<file path="config.mk">
export PLATFORM = sky130hd
export DESIGN_NAME = rsh_bin_counter
export DESIGN_NICKNAME = d
export VERILOG_FILES = /design/src/design/rsh_pkg.sv /design/src/design/rsh_bin_counter.sv
export SDC_FILE = /design/constraint.sdc
export NUM_CORES = 1
export LEC_CHECK = 0
export ABC_AREA = 1
export BUFFER_PORTS_ARGS = -buffer_cell sky130_fd_sc_hd__buf_2
export CAP_MARGIN = 10
export CORE_ASPECT_RATIO = 0.8
export CORE_MARGIN = 2
export CORE_UTILIZATION = 43
export DETAILED_ROUTE_END_ITERATION = 8
export HOLD_SLACK_MARGIN = 0.06
export RECOVER_POWER = 100
export SLEW_MARGIN = 20
export SYNTH_ARGS = -nofsm -noshare
export SYNTH_HDL_FRONTEND = slang
export SYNTH_SLANG_ARGS = --single-unit
</file>
<file path="constraint.sdc">
create_clock -name clock -period 3.6 [get_ports clock]
set_input_delay 0 -clock clock [delete_from_list [all_inputs] [get_ports clock]]
set_output_delay 0 -clock clock [all_outputs]
set_load 0.01 [all_outputs]
</file>
<file path="src/design/rsh_pkg.sv">
`timescale 1ns / 1ps
// ============================================================================
// rsh_pkg: shared types and constants for the range scaled histogram
// Holds payload structs, the sequencer state type and the counter port struct.
// ============================================================================
package rsh_pkg;

   localparam int SAMPLE_W        = 16;
   localparam int BINS_W          = 7;
   localparam int BIN_IDX_W       = 6;
   localparam int TOTAL_W         = 11;
   localparam int MAX_BINS        = 64;
   localparam int MAX_SAMPLES_DEF = 1024;
   localparam int NUM_BINS_RESET  = 8;

   // numerator of the bin quotient is (x - min) * bins
   localparam int RANGE_W = SAMPLE_W;
   localparam int PROD_W  = RANGE_W + BINS_W;
   localparam int QUOT_W  = BINS_W;
   localparam int STEP_W  = $clog2(QUOT_W);

   typedef struct packed {
      logic signed [SAMPLE_W-1:0] sample;
      logic                       last_sample;
   } req_type;

   typedef struct packed {
      logic [BIN_IDX_W-1:0] bin_index;
      logic [TOTAL_W-1:0]   bin_total;
      logic                 last_bin;
      logic                 overflowed;
   } rsp_type;

   typedef struct packed {
      logic                 rd_en;
      logic                 wr_en;
      logic                 clr_en;
      logic [BIN_IDX_W-1:0] rd_addr;
      logic [BIN_IDX_W-1:0] wr_addr;
      logic [TOTAL_W-1:0]   wr_data;
   } cnt_ctrl_type;

   typedef enum logic [2:0] {
      ST_LOAD,
      ST_RANGE,
      ST_FETCH,
      ST_MUL,
      ST_DIV,
      ST_CNT_WR,
      ST_EMIT_RD,
      ST_EMIT_OUT
   } state_type;

endpackage

</file>
<file path="src/design/rsh_bin_counter.sv">
`timescale 1ns / 1ps
// ============================================================================
// rsh_bin_counter: per-bin sample counts
// Count memory with registered read; an entry without its valid bit reads zero.
// ============================================================================
module rsh_bin_counter
   import rsh_pkg::*;
(
   input  logic               clock,
   input  logic               reset,
   input  cnt_ctrl_type       ctrl,
   output logic [TOTAL_W-1:0] rd_data
);

   logic [TOTAL_W-1:0]  count_mem_ff [MAX_BINS];
   logic [MAX_BINS-1:0] valid_ff;
   logic [TOTAL_W-1:0]  rd_data_ff;

   always_ff @(posedge clock) begin
      if (ctrl.wr_en) begin
         count_mem_ff[ctrl.wr_addr] <= ctrl.wr_data;
      end
      if (ctrl.rd_en) begin
         rd_data_ff <= valid_ff[ctrl.rd_addr] ? count_mem_ff[ctrl.rd_addr] : '0;
      end
   end

   // clear drops the entry back to zero after it has been emitted
   always_ff @(posedge clock) begin
      if (reset) begin
         valid_ff <= '0;
      end else if (ctrl.wr_en) begin
         valid_ff[ctrl.wr_addr] <= 1'b1;
      end else if (ctrl.clr_en) begin
         valid_ff[ctrl.wr_addr] <= 1'b0;
      end
   end

   assign rd_data = rd_data_ff;

endmodule

</file>
### Word level (Yosys, flattened, before mapping)

Memory sizes are Yosys's and may differ from the RTL's. A register that Yosys moved wholly into a read port is not among the register bits.
Index checks and enable logic that the tools add are counted.

* memory bits (writable): 704
* memories kept: 1
* bits in registers: 64

Memories
* count_mem_ff: depth 64, width 11, rd ports 1, clocked after memory_dff 1, wr ports 1, RTL line rsh_bin_counter.sv:15 `logic [TOTAL_W-1:0] count_mem_ff [MAX_BINS];`

* muxes and demuxes: 8
* magnitude comparators: 3
* bitwise logic cells: 3
* reduce and logical (&&, ||, !) cells: 3

Operator list (count)
* two-way mux 64 bit: 2
* bitwise AND 64 bit: 1
* inverter 64 bit: 1
* bitwise OR 64 bit: 1
* less-than comparator 6 x 7 -> 1 bit (second input constant): 2
* binary-select mux 1 bit (select 6 bit): 1
* demux 1 bit (select 6 bit): 1
* greater-or-equal comparator 6 x 1 -> 1 bit (second input constant): 1
* two-way mux 1 bit: 4
* nonzero test 2 bit: 1
* logical AND 1 bit: 1
* zero test 1 bit: 1

### Longest topological paths before layout

* depth after elaboration: 8
* gate-level depth with buffers: 15
* depth with buffers taken out: 11

### Worst setup path before layout

Ideal clock, no wire load.

* kind: input port to flip-flop
* start: in ctrl[24] (netlist bit)
* end: mem count_mem_ff[24][0], enable pin
* stages: 7
* path slack: 1.974 ns
* buffers on the path: 3
* data arrival time: 1.246 ns
* cell sequence: nor2_1 > buf_2 > inv_2 > buf_2 > buf_2 > nand3_1 > nor2_1

* longest elaborated chain between the ends: 2

Ends and longest elaborated chain
* from (decl): RTL line rsh_bin_counter.sv:11 `input cnt_ctrl_type ctrl,`
* two-way mux 1 bit: RTL line rsh_bin_counter.sv:20 `if (ctrl.wr_en) begin`
* two-way mux 1 bit (not written as such): RTL line rsh_bin_counter.sv:21 `count_mem_ff[ctrl.wr_addr] <= ctrl.wr_data;`
* to (decl): RTL line rsh_bin_counter.sv:15

Every way passes these cells.

### Worst setup path after layout

* start: in ctrl[12] (netlist bit)
* end: mem count_mem_ff[6][6], enable pin

No word-level cell before the write port.

==> reports/results.ini <==
[outcome]
status = finished, violations left
violations = max-capacitance violations, max-slew violations

[power_and_ir_drop]
p_leak_nw = 12.9
powerDensity_nw_per_um2 = 534
internal-power_mw = 14.9
pwr-share-comb_pct = 6.6
power.share.clock_pct = 41.8
power_switching_share_pct = 23.0
sequentialPowerShare_pct = 51.6
ir_drop_uv = 458
switchingPower_mw = 4.43

[clocking]
cts_buffers = 79
cts_setup_buffers = 0
ctsHoldBuffers = 30
cts_resized = 0
cts_sinks = 779
path_clk_slew_ns = 0.06
root_buffer = clkbuf_16
cts_buffer_depth = 3
cts_tree = done
clk-insertion-delay-late_ns = 0.64
htree_levels = 3

[drt]
drt-pass1-iter-count = 8
antenna_left = 0
drt_wl_total_um = 90400
vias = 22600
wire_per_inst_um = 22.2
drc = 0
via_per_inst = 5.56
drt_iter0_markers = 2501

[setup_path]
cp-start-kind = primary input
critical_path_class = in -> reg
reg2regPathDepth = 10
arrival_ns = 3.28
endpoint_kind = flop
critPathMaxFanout = 12
required_ns = 3.85

[layout]
stdcell_area_um2 = 36200
fillers = 6688
fin_util_pct = 48.9
antenna_cells = 0
drive_gt1_share_pct = 6.36
nets = 3032
area_delta_synth_final_pct = 12.1

[logic_synthesis]
syn_area_um2 = 32200
ys_ff_latch = 779
async_flop_share_pct = 0
syn_area_per_cell_um2 = 10.9
synth.yosys.warnings = 0
yosys_most_used_dff = edfxtp_1
syn_inst = 2947
syn-num-nets = 2975
synth_seq_area_share_pct = 70.6
synth_edf_count = 715
ys_types = 21

[placement]
routabilityCongestion = 0.896
hpwl_um = 54200
io_buffers = 38
place_area_um2 = 33600
pre_cts_ws_ns = 0.922

[sta]
tightestPinTransition_ns = 3.07
hold_ws_ns = 0.166
grt_setup_unrepaired = no
final_hold_viol_count = 0
max_freq_mhz = 330
fin_crit_ns = 3.03
slew_headroom_pct = -104
final-setup-viol-count = 0
setup_slack_ns = 0.569
fin_crit_sh_pct = 84.2
slew_viol_final = 422
tns_ns = 0
fin_skew_ns = 0.0220

[floorplan]
core_um2 = 73900
design.die.area_um2 = 77200
fp-row-count = 89
boundaryPins = 39
die_x_um = 310
start_util_pct = 43.6
die-height_um = 249

[global_routing]
grt_max_degree = 113
grt_pass1_vias = 21300
grt-ovfl-total = 0
grt_pass1_wl_um = 135000
track_usage_pct = 23.3
antenna_found_initial = 4

[worst_hold_path]
worstHoldPathType = in -> reg
hold_depth = 6

[flow_run]
timing.max_cap.violations = 11

## area by class of cell
cell class / instances / area (um^2) / share of cell area, %
sequential: 779 / 22800 / 62.9
multi-input combinational: 1907 / 8240 / 22.8
clock inverter: 39 / 385 / 1.07
timing repair buffer: 161 / 1120 / 3.09
inverter: 76 / 297 / 0.820
clock buffer: 103 / 2110 / 5.84
tap: 1001 / 1250 / 3.46
## through the flow
stage	total power, mW	cells
floorplan	10.8	2947
global placement	11.4	3894
detailed placement	11.4	3894
CTS	19.4	4066
global route	19.9	4066
finish	19.3	4066
## power groups by stage
stage                     registers [mW]  clock network [mW]  logic (mW)
after floorplan                     10.1                   0       0.689
after global placement              10.1                   0        1.23
after detailed placement            10.2                   0        1.25
after CTS                           9.96                8.18        1.27
after global routing                9.97                8.53        1.38
final                               9.97                8.08        1.27
## logic make-up after synthesis
logic type      after synthesis  synth area share (%)
simple gates               1820                  24.3
flops                       779                  70.6
buf+inv                     261                  3.74
compound gates               87                  1.35
## Yosys cell counts, types with 11 or more instances
cell / count / share of area (%)
nand3_1: 686 / 11
a21oi_1: 64 / 0.99
edfxtp_1: 715 / 67
inv_1: 62 / 0.72
clkbuf_1: 47 / 0.55
inv_2: 11 / 0.13
o21ai_0: 23 / 0.36
dfxtp_1: 64 / 4.0
buf_1: 21 / 0.24
buf_2: 101 / 1.6
nor2_1: 96 / 1.1
nand2_1: 1016 / 12
## routing by layer
metal | wire length (um) | global-route usage (%) | part of all wire [%]
met3 | 8430 | 4.87 | 9.3
met2 | 39400 | 34.0 | 44
met4 | 2050 | 5.77 | 2.3
met5 | 26 | 0 | 0.029
met1 | 40500 | 35.3 | 45
## flip-flops by register name, indices dropped and copies added, names as in the netlist, named ones only
signal	flops
count_mem_ff	704
rd_data	11
## cells in the final DEF, fill, tap and decap left out, drive strengths merged, types with 16 or more instances in the layout
cell type and n:
a21oi 64, buf 56, clkbuf 178, clkinv 26, dfxtp 64, dlygate4sd3 30, edfxtp 715, inv 78
nand2 1016, nand3 686, nor2 102, nor3 16, o21ai 23
## critical path: stages
cell and delay, ns:
dlygate4sd3_1 0.56, buf_2 0.25, inv_4 0.09, nor3_1 1.30
nand3_1 0.29, nor2_1 0.17, clkbuf_1 0.62
## path summary, 6_finish.rpt
path | from | endpoint | slack [ns]
worst max-delay path | ctrl[12] | count_mem_ff[6][6]$_DFFE_PP_ | 0.57
worst min-delay path | ctrl[21] | rd_data[10]$_SDFFCE_PN0P_ | 0.17
worst min register to register | flop | flop | 0.47
worst max register to register | flop | rd_data[7]$_SDFFCE_PN0P_ | 1.66
No activity file was read; power rests on OpenSTA's default activity.
