==> src/design/rsh_pkg.sv <==
`timescale 1ns / 1ps
// ============================================================================
// rsh_pkg: shared types and constants for the range scaled histogram
// Holds payload structs, the sequencer state type and the counter port struct.
// ============================================================================
package rsh_pkg;

   localparam int SAMPLE_W        = 16;
   localparam int BINS_W          = 7;
   localparam int BIN_IDX_W       = 6;
   localparam int TOTAL_W         = 11;
   localparam int MAX_BINS        = 64;
   localparam int MAX_SAMPLES_DEF = 1024;
   localparam int NUM_BINS_RESET  = 8;

   // numerator of the bin quotient is (x - min) * bins
   localparam int RANGE_W = SAMPLE_W;
   localparam int PROD_W  = RANGE_W + BINS_W;
   localparam int QUOT_W  = BINS_W;
   localparam int STEP_W  = $clog2(QUOT_W);

   typedef struct packed {
      logic signed [SAMPLE_W-1:0] sample;
      logic                       last_sample;
   } req_type;

   typedef struct packed {
      logic [BIN_IDX_W-1:0] bin_index;
      logic [TOTAL_W-1:0]   bin_total;
      logic                 last_bin;
      logic                 overflowed;
   } rsp_type;

   typedef struct packed {
      logic                 rd_en;
      logic                 wr_en;
      logic                 clr_en;
      logic [BIN_IDX_W-1:0] rd_addr;
      logic [BIN_IDX_W-1:0] wr_addr;
      logic [TOTAL_W-1:0]   wr_data;
   } cnt_ctrl_type;

   typedef enum logic [2:0] {
      ST_LOAD,
      ST_RANGE,
      ST_FETCH,
      ST_MUL,
      ST_DIV,
      ST_CNT_WR,
      ST_EMIT_RD,
      ST_EMIT_OUT
   } state_type;

endpackage

==> src/design/rsh_divider.sv <==
`timescale 1ns / 1ps
// ============================================================================
// rsh_divider: iterative restoring divider for the bin quotient
// One quotient bit per cycle; the quotient is known to stay below 2**QUOT_W.
// ============================================================================
module rsh_divider
   import rsh_pkg::*;
(
   input  logic               clock,
   input  logic               reset,
   input  logic               start,
   input  logic [PROD_W-1:0]  numerator,
   input  logic [RANGE_W-1:0] denominator,
   output logic               done,
   output logic [QUOT_W-1:0]  quotient
);

   logic [PROD_W-1:0] rem_ff, rem_in;
   logic [PROD_W-1:0] dvs_ff, dvs_in;
   logic [QUOT_W-1:0] quot_ff, quot_in;
   logic [STEP_W-1:0] step_ff, step_in;
   logic              run_ff, run_in;
   logic              done_ff, done_in;

   always_comb begin
      rem_in  = rem_ff;
      dvs_in  = dvs_ff;
      quot_in = quot_ff;
      step_in = step_ff;
      run_in  = run_ff;
      done_in = 1'b0;
      if (start) begin
         rem_in  = numerator;
         dvs_in  = PROD_W'(denominator) << (QUOT_W - 1);
         quot_in = '0;
         step_in = STEP_W'(QUOT_W - 1);
         run_in  = 1'b1;
      end else if (run_ff) begin
         // subtract the shifted divisor where it fits
         if (rem_ff >= dvs_ff) begin
            rem_in  = rem_ff - dvs_ff;
            quot_in = {quot_ff[QUOT_W-2:0], 1'b1};
         end else begin
            quot_in = {quot_ff[QUOT_W-2:0], 1'b0};
         end
         dvs_in  = dvs_ff >> 1;
         step_in = step_ff - 1'b1;
         if (step_ff == '0) begin
            run_in  = 1'b0;
            done_in = 1'b1;
         end
      end
   end

   always_ff @(posedge clock) begin
      if (reset) begin
         run_ff  <= 1'b0;
         done_ff <= 1'b0;
      end else begin
         run_ff  <= run_in;
         done_ff <= done_in;
      end
      rem_ff  <= rem_in;
      dvs_ff  <= dvs_in;
      quot_ff <= quot_in;
      step_ff <= step_in;
   end

   assign done     = done_ff;
   assign quotient = quot_ff;

endmodule

==> config.mk <==
export PLATFORM = sky130hd
export DESIGN_NAME = rsh_divider
export DESIGN_NICKNAME = d
export VERILOG_FILES = /design/src/design/rsh_pkg.sv /design/src/design/rsh_divider.sv
export SDC_FILE = /design/constraint.sdc
export NUM_CORES = 1
export LEC_CHECK = 0
export BUFFER_PORTS_ARGS = -buffer_cell sky130_fd_sc_hd__buf_4
export CORE_UTILIZATION = 54
export CTS_CLUSTER_DIAMETER = 100
export CTS_CLUSTER_SIZE = 40
export DETAILED_ROUTE_END_ITERATION = 8
export PLACE_DENSITY = 0.87
export SETUP_SLACK_MARGIN = 0.2
export SKIP_LAST_GASP = 1
export SYNTH_ARGS = -nofsm -noshare
export SYNTH_HDL_FRONTEND = slang
export SYNTH_SLANG_ARGS = --single-unit
==> constraint.sdc <==
create_clock -name clock -period 5.7 [get_ports clock]
set_input_delay 0.285 -clock clock [delete_from_list [all_inputs] [get_ports clock]]
set_output_delay 0.285 -clock clock [all_outputs]
set_load 0.1 [all_outputs]
# [Word level (Yosys, flattened, before mapping)]
# Index checks and enable logic that the tools add are counted.
[classes] add_sub_neg=2 muxes=10 order_cmp=1 n_mul=0 n_bitwise=1 eq_ne=0 n_reduce_logical=5 div_mod_pow=0 n_shift=0
[ops] operator="$mux W23" count=3
[ops] operator="$mux W22" count=2
[ops] operator="$ge A23 B22 Y1" count=1
[ops] operator="$sub A23 B22 Y23" count=1
[ops] operator="$mux W1" count=5
[ops] operator="$reduce_bool A2 Y1" count=2
[ops] operator="$logic_not A3 Y1" count=1
[ops] operator="$reduce_or A3 Y1" count=1
[ops] operator="$sub A3 B1 Y3 const B" count=1
[ops] operator="$reduce_and A2 Y1" count=1
[ops] operator="$not A1 Y1" count=1
[totals] word_cells=26 output_inout_bits=8 mem_count=0 reg_bits=57 inputBits=42 mem_bits_rw=0 romBits=0 latch_bits=0

# [Depth between registers and ports, before layout]
[logic_depth] ltp_word=4 mapped_depth=10 mapped_depth_nobuf=10

# [Worst setup path after synthesis]
# No wires, ideal clock.
[synth_path] path_kind="register to register" start="register rem_ff[3]" end="register rem_ff[0], enable pin" period_less_slack_ps=2712 slack_ps=2988 required_ps=5321 setup_ps=379 stages_incl_launch_ff=8 arrival_time_ps=2334 path_cell_list="edfxtp_1 ha_1 nand3_1 o21bai_1 a211oi_1 o22ai_2 o31ai_1 a21o_1"
[synth_via] elab_chain_len=3
[synth_rtl] item="from (decl)" line="rsh_divider.sv:18" text="logic [PROD_W-1:0] rem_ff, rem_in;"
[synth_rtl] item="from (signal assigned)" line="rsh_divider.sv:63" text="rem_ff <= rem_in;"
[synth_rtl] item="$ge A23 B22 Y1" line="rsh_divider.sv:40" text="if (rem_ff >= dvs_ff) begin"
[synth_rtl] item="$reduce_bool A2 Y1 (no source line)"
[synth_rtl] item="$reduce_and A2 Y1 (no source line)"
# Every way passes these cells.
# A chain may end at the register's enable or synchronous reset.

# [Final worst setup path]
[layout_path] start="register rem_ff[2]" end="register rem_ff[6], enable pin"
# Same word-level chain as after synthesis.

==> impl_metrics.env <==
export IMPL_synth_fp_nets=459
export IMPL_placed_cells=499
export IMPL_met3_usage_pct=6.63
export IMPL_relSlewSlack_pct=30.7
export IMPL_cap_violations=0
export IMPL_die_area_sq_um=7070
export IMPL_holdCritPathClass="input port to register"
export IMPL_crit_path_end_kind="register"
export IMPL_drc=8
export IMPL_tightest_slew_ns=1.04
export IMPL_busiest_layer="met2"
export IMPL_ir_drop_mv=0.205
export IMPL_grt_use_met1_pct=33.2
export IMPL_grt_pass1_vias=3136
export IMPL_status="complete, but fails checks"
export IMPL_nets=500
export IMPL_cts_root_buffer="clkbuf_8"
export IMPL_final_setup_viol_count=0
export IMPL_globalRouteTotalUtil_pct=26.2
export IMPL_htree_levels=3
export IMPL_synthTopCellsByArea="edfxtp_1, dfxtp_1, ha_1"
export IMPL_synthMuxAreaShare_pct=4.85
export IMPL_multiInputGateArea_sq_um=1890
export IMPL_cp_arrival_ns=3.21
export IMPL_clk_pin_slew_ns=0.07
export IMPL_yosysWarnings=0
export IMPL_startpoint_type="register"
export IMPL_yosysMostFrequentCell="nand2_1"
export IMPL_regArea_sq_um=1530
export IMPL_synth_cell_types=59
export IMPL_diodes=0
export IMPL_syn_area_sq_um=3640
export IMPL_post_cts_buffers=0
export IMPL_ys_seq_area_share_pct=42.1
export IMPL_drtPass1Iterations=7
export IMPL_numCtsBuffers=9
export IMPL_synth_commonest_cells="nand2_1, edfxtp_1, inv_1"
export IMPL_antenna_found_initial=0
export IMPL_core_area_sq_um=6420
export IMPL_grt_max_degree=82
export IMPL_grt_first_pass_wirelength_microns=14500
export IMPL_p_leak_nw=1.83
export IMPL_boundaryPins=50
export IMPL_synth_ff_type="edfxtp_1"
export IMPL_finalClockSkew_ns=0.00948
export IMPL_max_freq_mhz=308
export IMPL_synth_compound_area_share_pct=20.3
export IMPL_hold_viol=0
export IMPL_clock_path_buffers=2
export IMPL_yosys_area_share_xor_xnor_pct=3.13
export IMPL_insertion_delay_ns=0.35
export IMPL_critical_path_startpoint="rem_ff[2]$_DFFE_PP_"
export IMPL_portBuffers=49
export IMPL_antenna_left=0
export IMPL_dieHeight_microns=84.1
export IMPL_drive_gt1_share_pct=17.6
export IMPL_yosys_area_share_simple_pct=14.9
export IMPL_failed_checks="design-rule violations"
export IMPL_fillers=512
export IMPL_hold_buffers=0
export IMPL_fin_crit_ns=3.25
export IMPL_netlist_instances=392
export IMPL_num_vias=3057
export IMPL_yosysTopAreaCellShare_pct=32.2
export IMPL_start_util_pct=56.6
export IMPL_cts_resized=0
export IMPL_synth_top_family_by_area="compound AO/OA/AOI/OAI gates"
export IMPL_instances_no_fill=515
export IMPL_wl_per_cell_microns=16.3
export IMPL_dp_hpwl_microns=5880
export IMPL_cts_tree="done"
export IMPL_power_density_nw_per_um2=381
export IMPL_synthAdderAreaFrac_pct=8.81
export IMPL_path_max_fanout=23
export IMPL_postSynthAreaPerCell_sq_um=9.28
export IMPL_wl_microns=8380
export IMPL_via_per_inst=5.94
export IMPL_reg2reg_slack_ns=2.45
export IMPL_critPathKind="register to register"
export IMPL_gp_congestion=0.916
export IMPL_final_setup_tns_ns=0
export IMPL_regToRegStartpoint="rem_ff[2]$_DFFE_PP_"
export IMPL_final_period_utilization_pct=57.0
export IMPL_maxSlewViolCount=0
export IMPL_rows=29
export IMPL_drtIter0Drc=313
export IMPL_area_growth_pct=16.4
export IMPL_async_reset_ff_share_pct=0
export IMPL_synth_seq_cells=57
export IMPL_die_w_microns=84.1
export IMPL_grt_ovfl_total=0
export IMPL_yosysTopAreaCell="edfxtp_1"
export IMPL_synth_edff_count=39
export IMPL_rsz0062_at_grt="no"
export IMPL_met2_usage_pct=43.1
export IMPL_cts_sink_count=57
export IMPL_crit_required_ns=5.67
export IMPL_min_from="reset"
-- stage by stage --
stage | utilization, % | hold slack, ns | worst slack [ns] | power (mW) | area, sq um
global route | 65.9 | 0.0906 | 2.09 | 1.72 | 4240
global placement | 62.6 | 0.451 | 2.60 | 1.18 | 4020
finish | 65.9 | 0.0920 | 2.45 | 1.61 | 4240
floorplan | - | 0.357 | 2.99 | 1.06 | 3640
CTS | 65.9 | 0.0908 | 2.42 | 1.61 | 4240
detailed placement | 62.6 | 0.462 | 2.46 | 1.20 | 4020
-- critical path: stages (launching register included) --
cell and delay [ns]:
edfxtp_1 0.39, ha_1 0.38, nand3_1 0.11, o21bai_1 0.20
a211oi_1 0.37, o22ai_2 0.16, o31ai_1 0.36, a21o_1 0.86
-- registers in the layout (all words and copies together) (netlist names) --
register	flops
rem_ff	23
done	1
step_ff	3
run_ff	1
dvs_ff	22
quotient	7
-- worst paths after layout --
path                                                 end  cells past startpoint
worst max-delay path                 rem_ff[6]$_DFFE_PP_                      7
worst min-delay path                   run_ff$_SDFF_PP0_                      2
worst max register to register       rem_ff[6]$_DFFE_PP_                      7
worst min register to register  quotient[6]$_SDFFE_PP0P_                      2
-- where the power goes --
group / switching, mW / internal [mW] / total [mW] / leakage [nW]
combinational: 0.394 / 0.258 / 0.652 / 1.18
sequential: 0.0299 / 0.528 / 0.558 / 0.545
clock: 0.179 / 0.224 / 0.403 / 0.114
-- cell usage in the layout (no fill, tap or decap), drive strengths merged, types with 7 or more instances in the layout --
| cell type | n |
|---|---|
| nand2 | 52 |
| buf | 49 |
| edfxtp | 39 |
| inv | 36 |
| nor2 | 30 |
| o21ai | 26 |
| ha | 24 |
| a21oi | 21 |
| dfxtp | 18 |
| mux2i | 15 |
| clkbuf | 12 |
| nor3 | 11 |
| o31ai | 9 |
| a22o | 8 |
| xnor2 | 7 |
| a21o | 7 |
| o22ai | 7 |
-- layout make-up --
class | instances | share of cell area, %
multi-input combinational | 281 | 44.7
sequential | 57 | 36.2
timing repair buffer | 49 | 8.69
clock buffer | 12 | 4.43
inverter | 35 | 3.10
tap | 77 | 2.27
clock inverter | 4 | 0.679
-- kinds of logic after synthesis --
logic type	after synthesis
AO/OA/AOI/OAI	106
XOR/XNOR	13
adder cells (fa/ha/maj)	25
buffers and inverters	54
flip-flops	57
multiplexers	17
AND/OR/NAND/NOR	120
-- layer usage --
layer	up-vias	routed length, microns
met5	-	0
met4	0	157
met3	15	496
met2	88	4070
met1	1445	3650
li1	1509	-
Note: power is estimated with default switching activity, not from simulation.
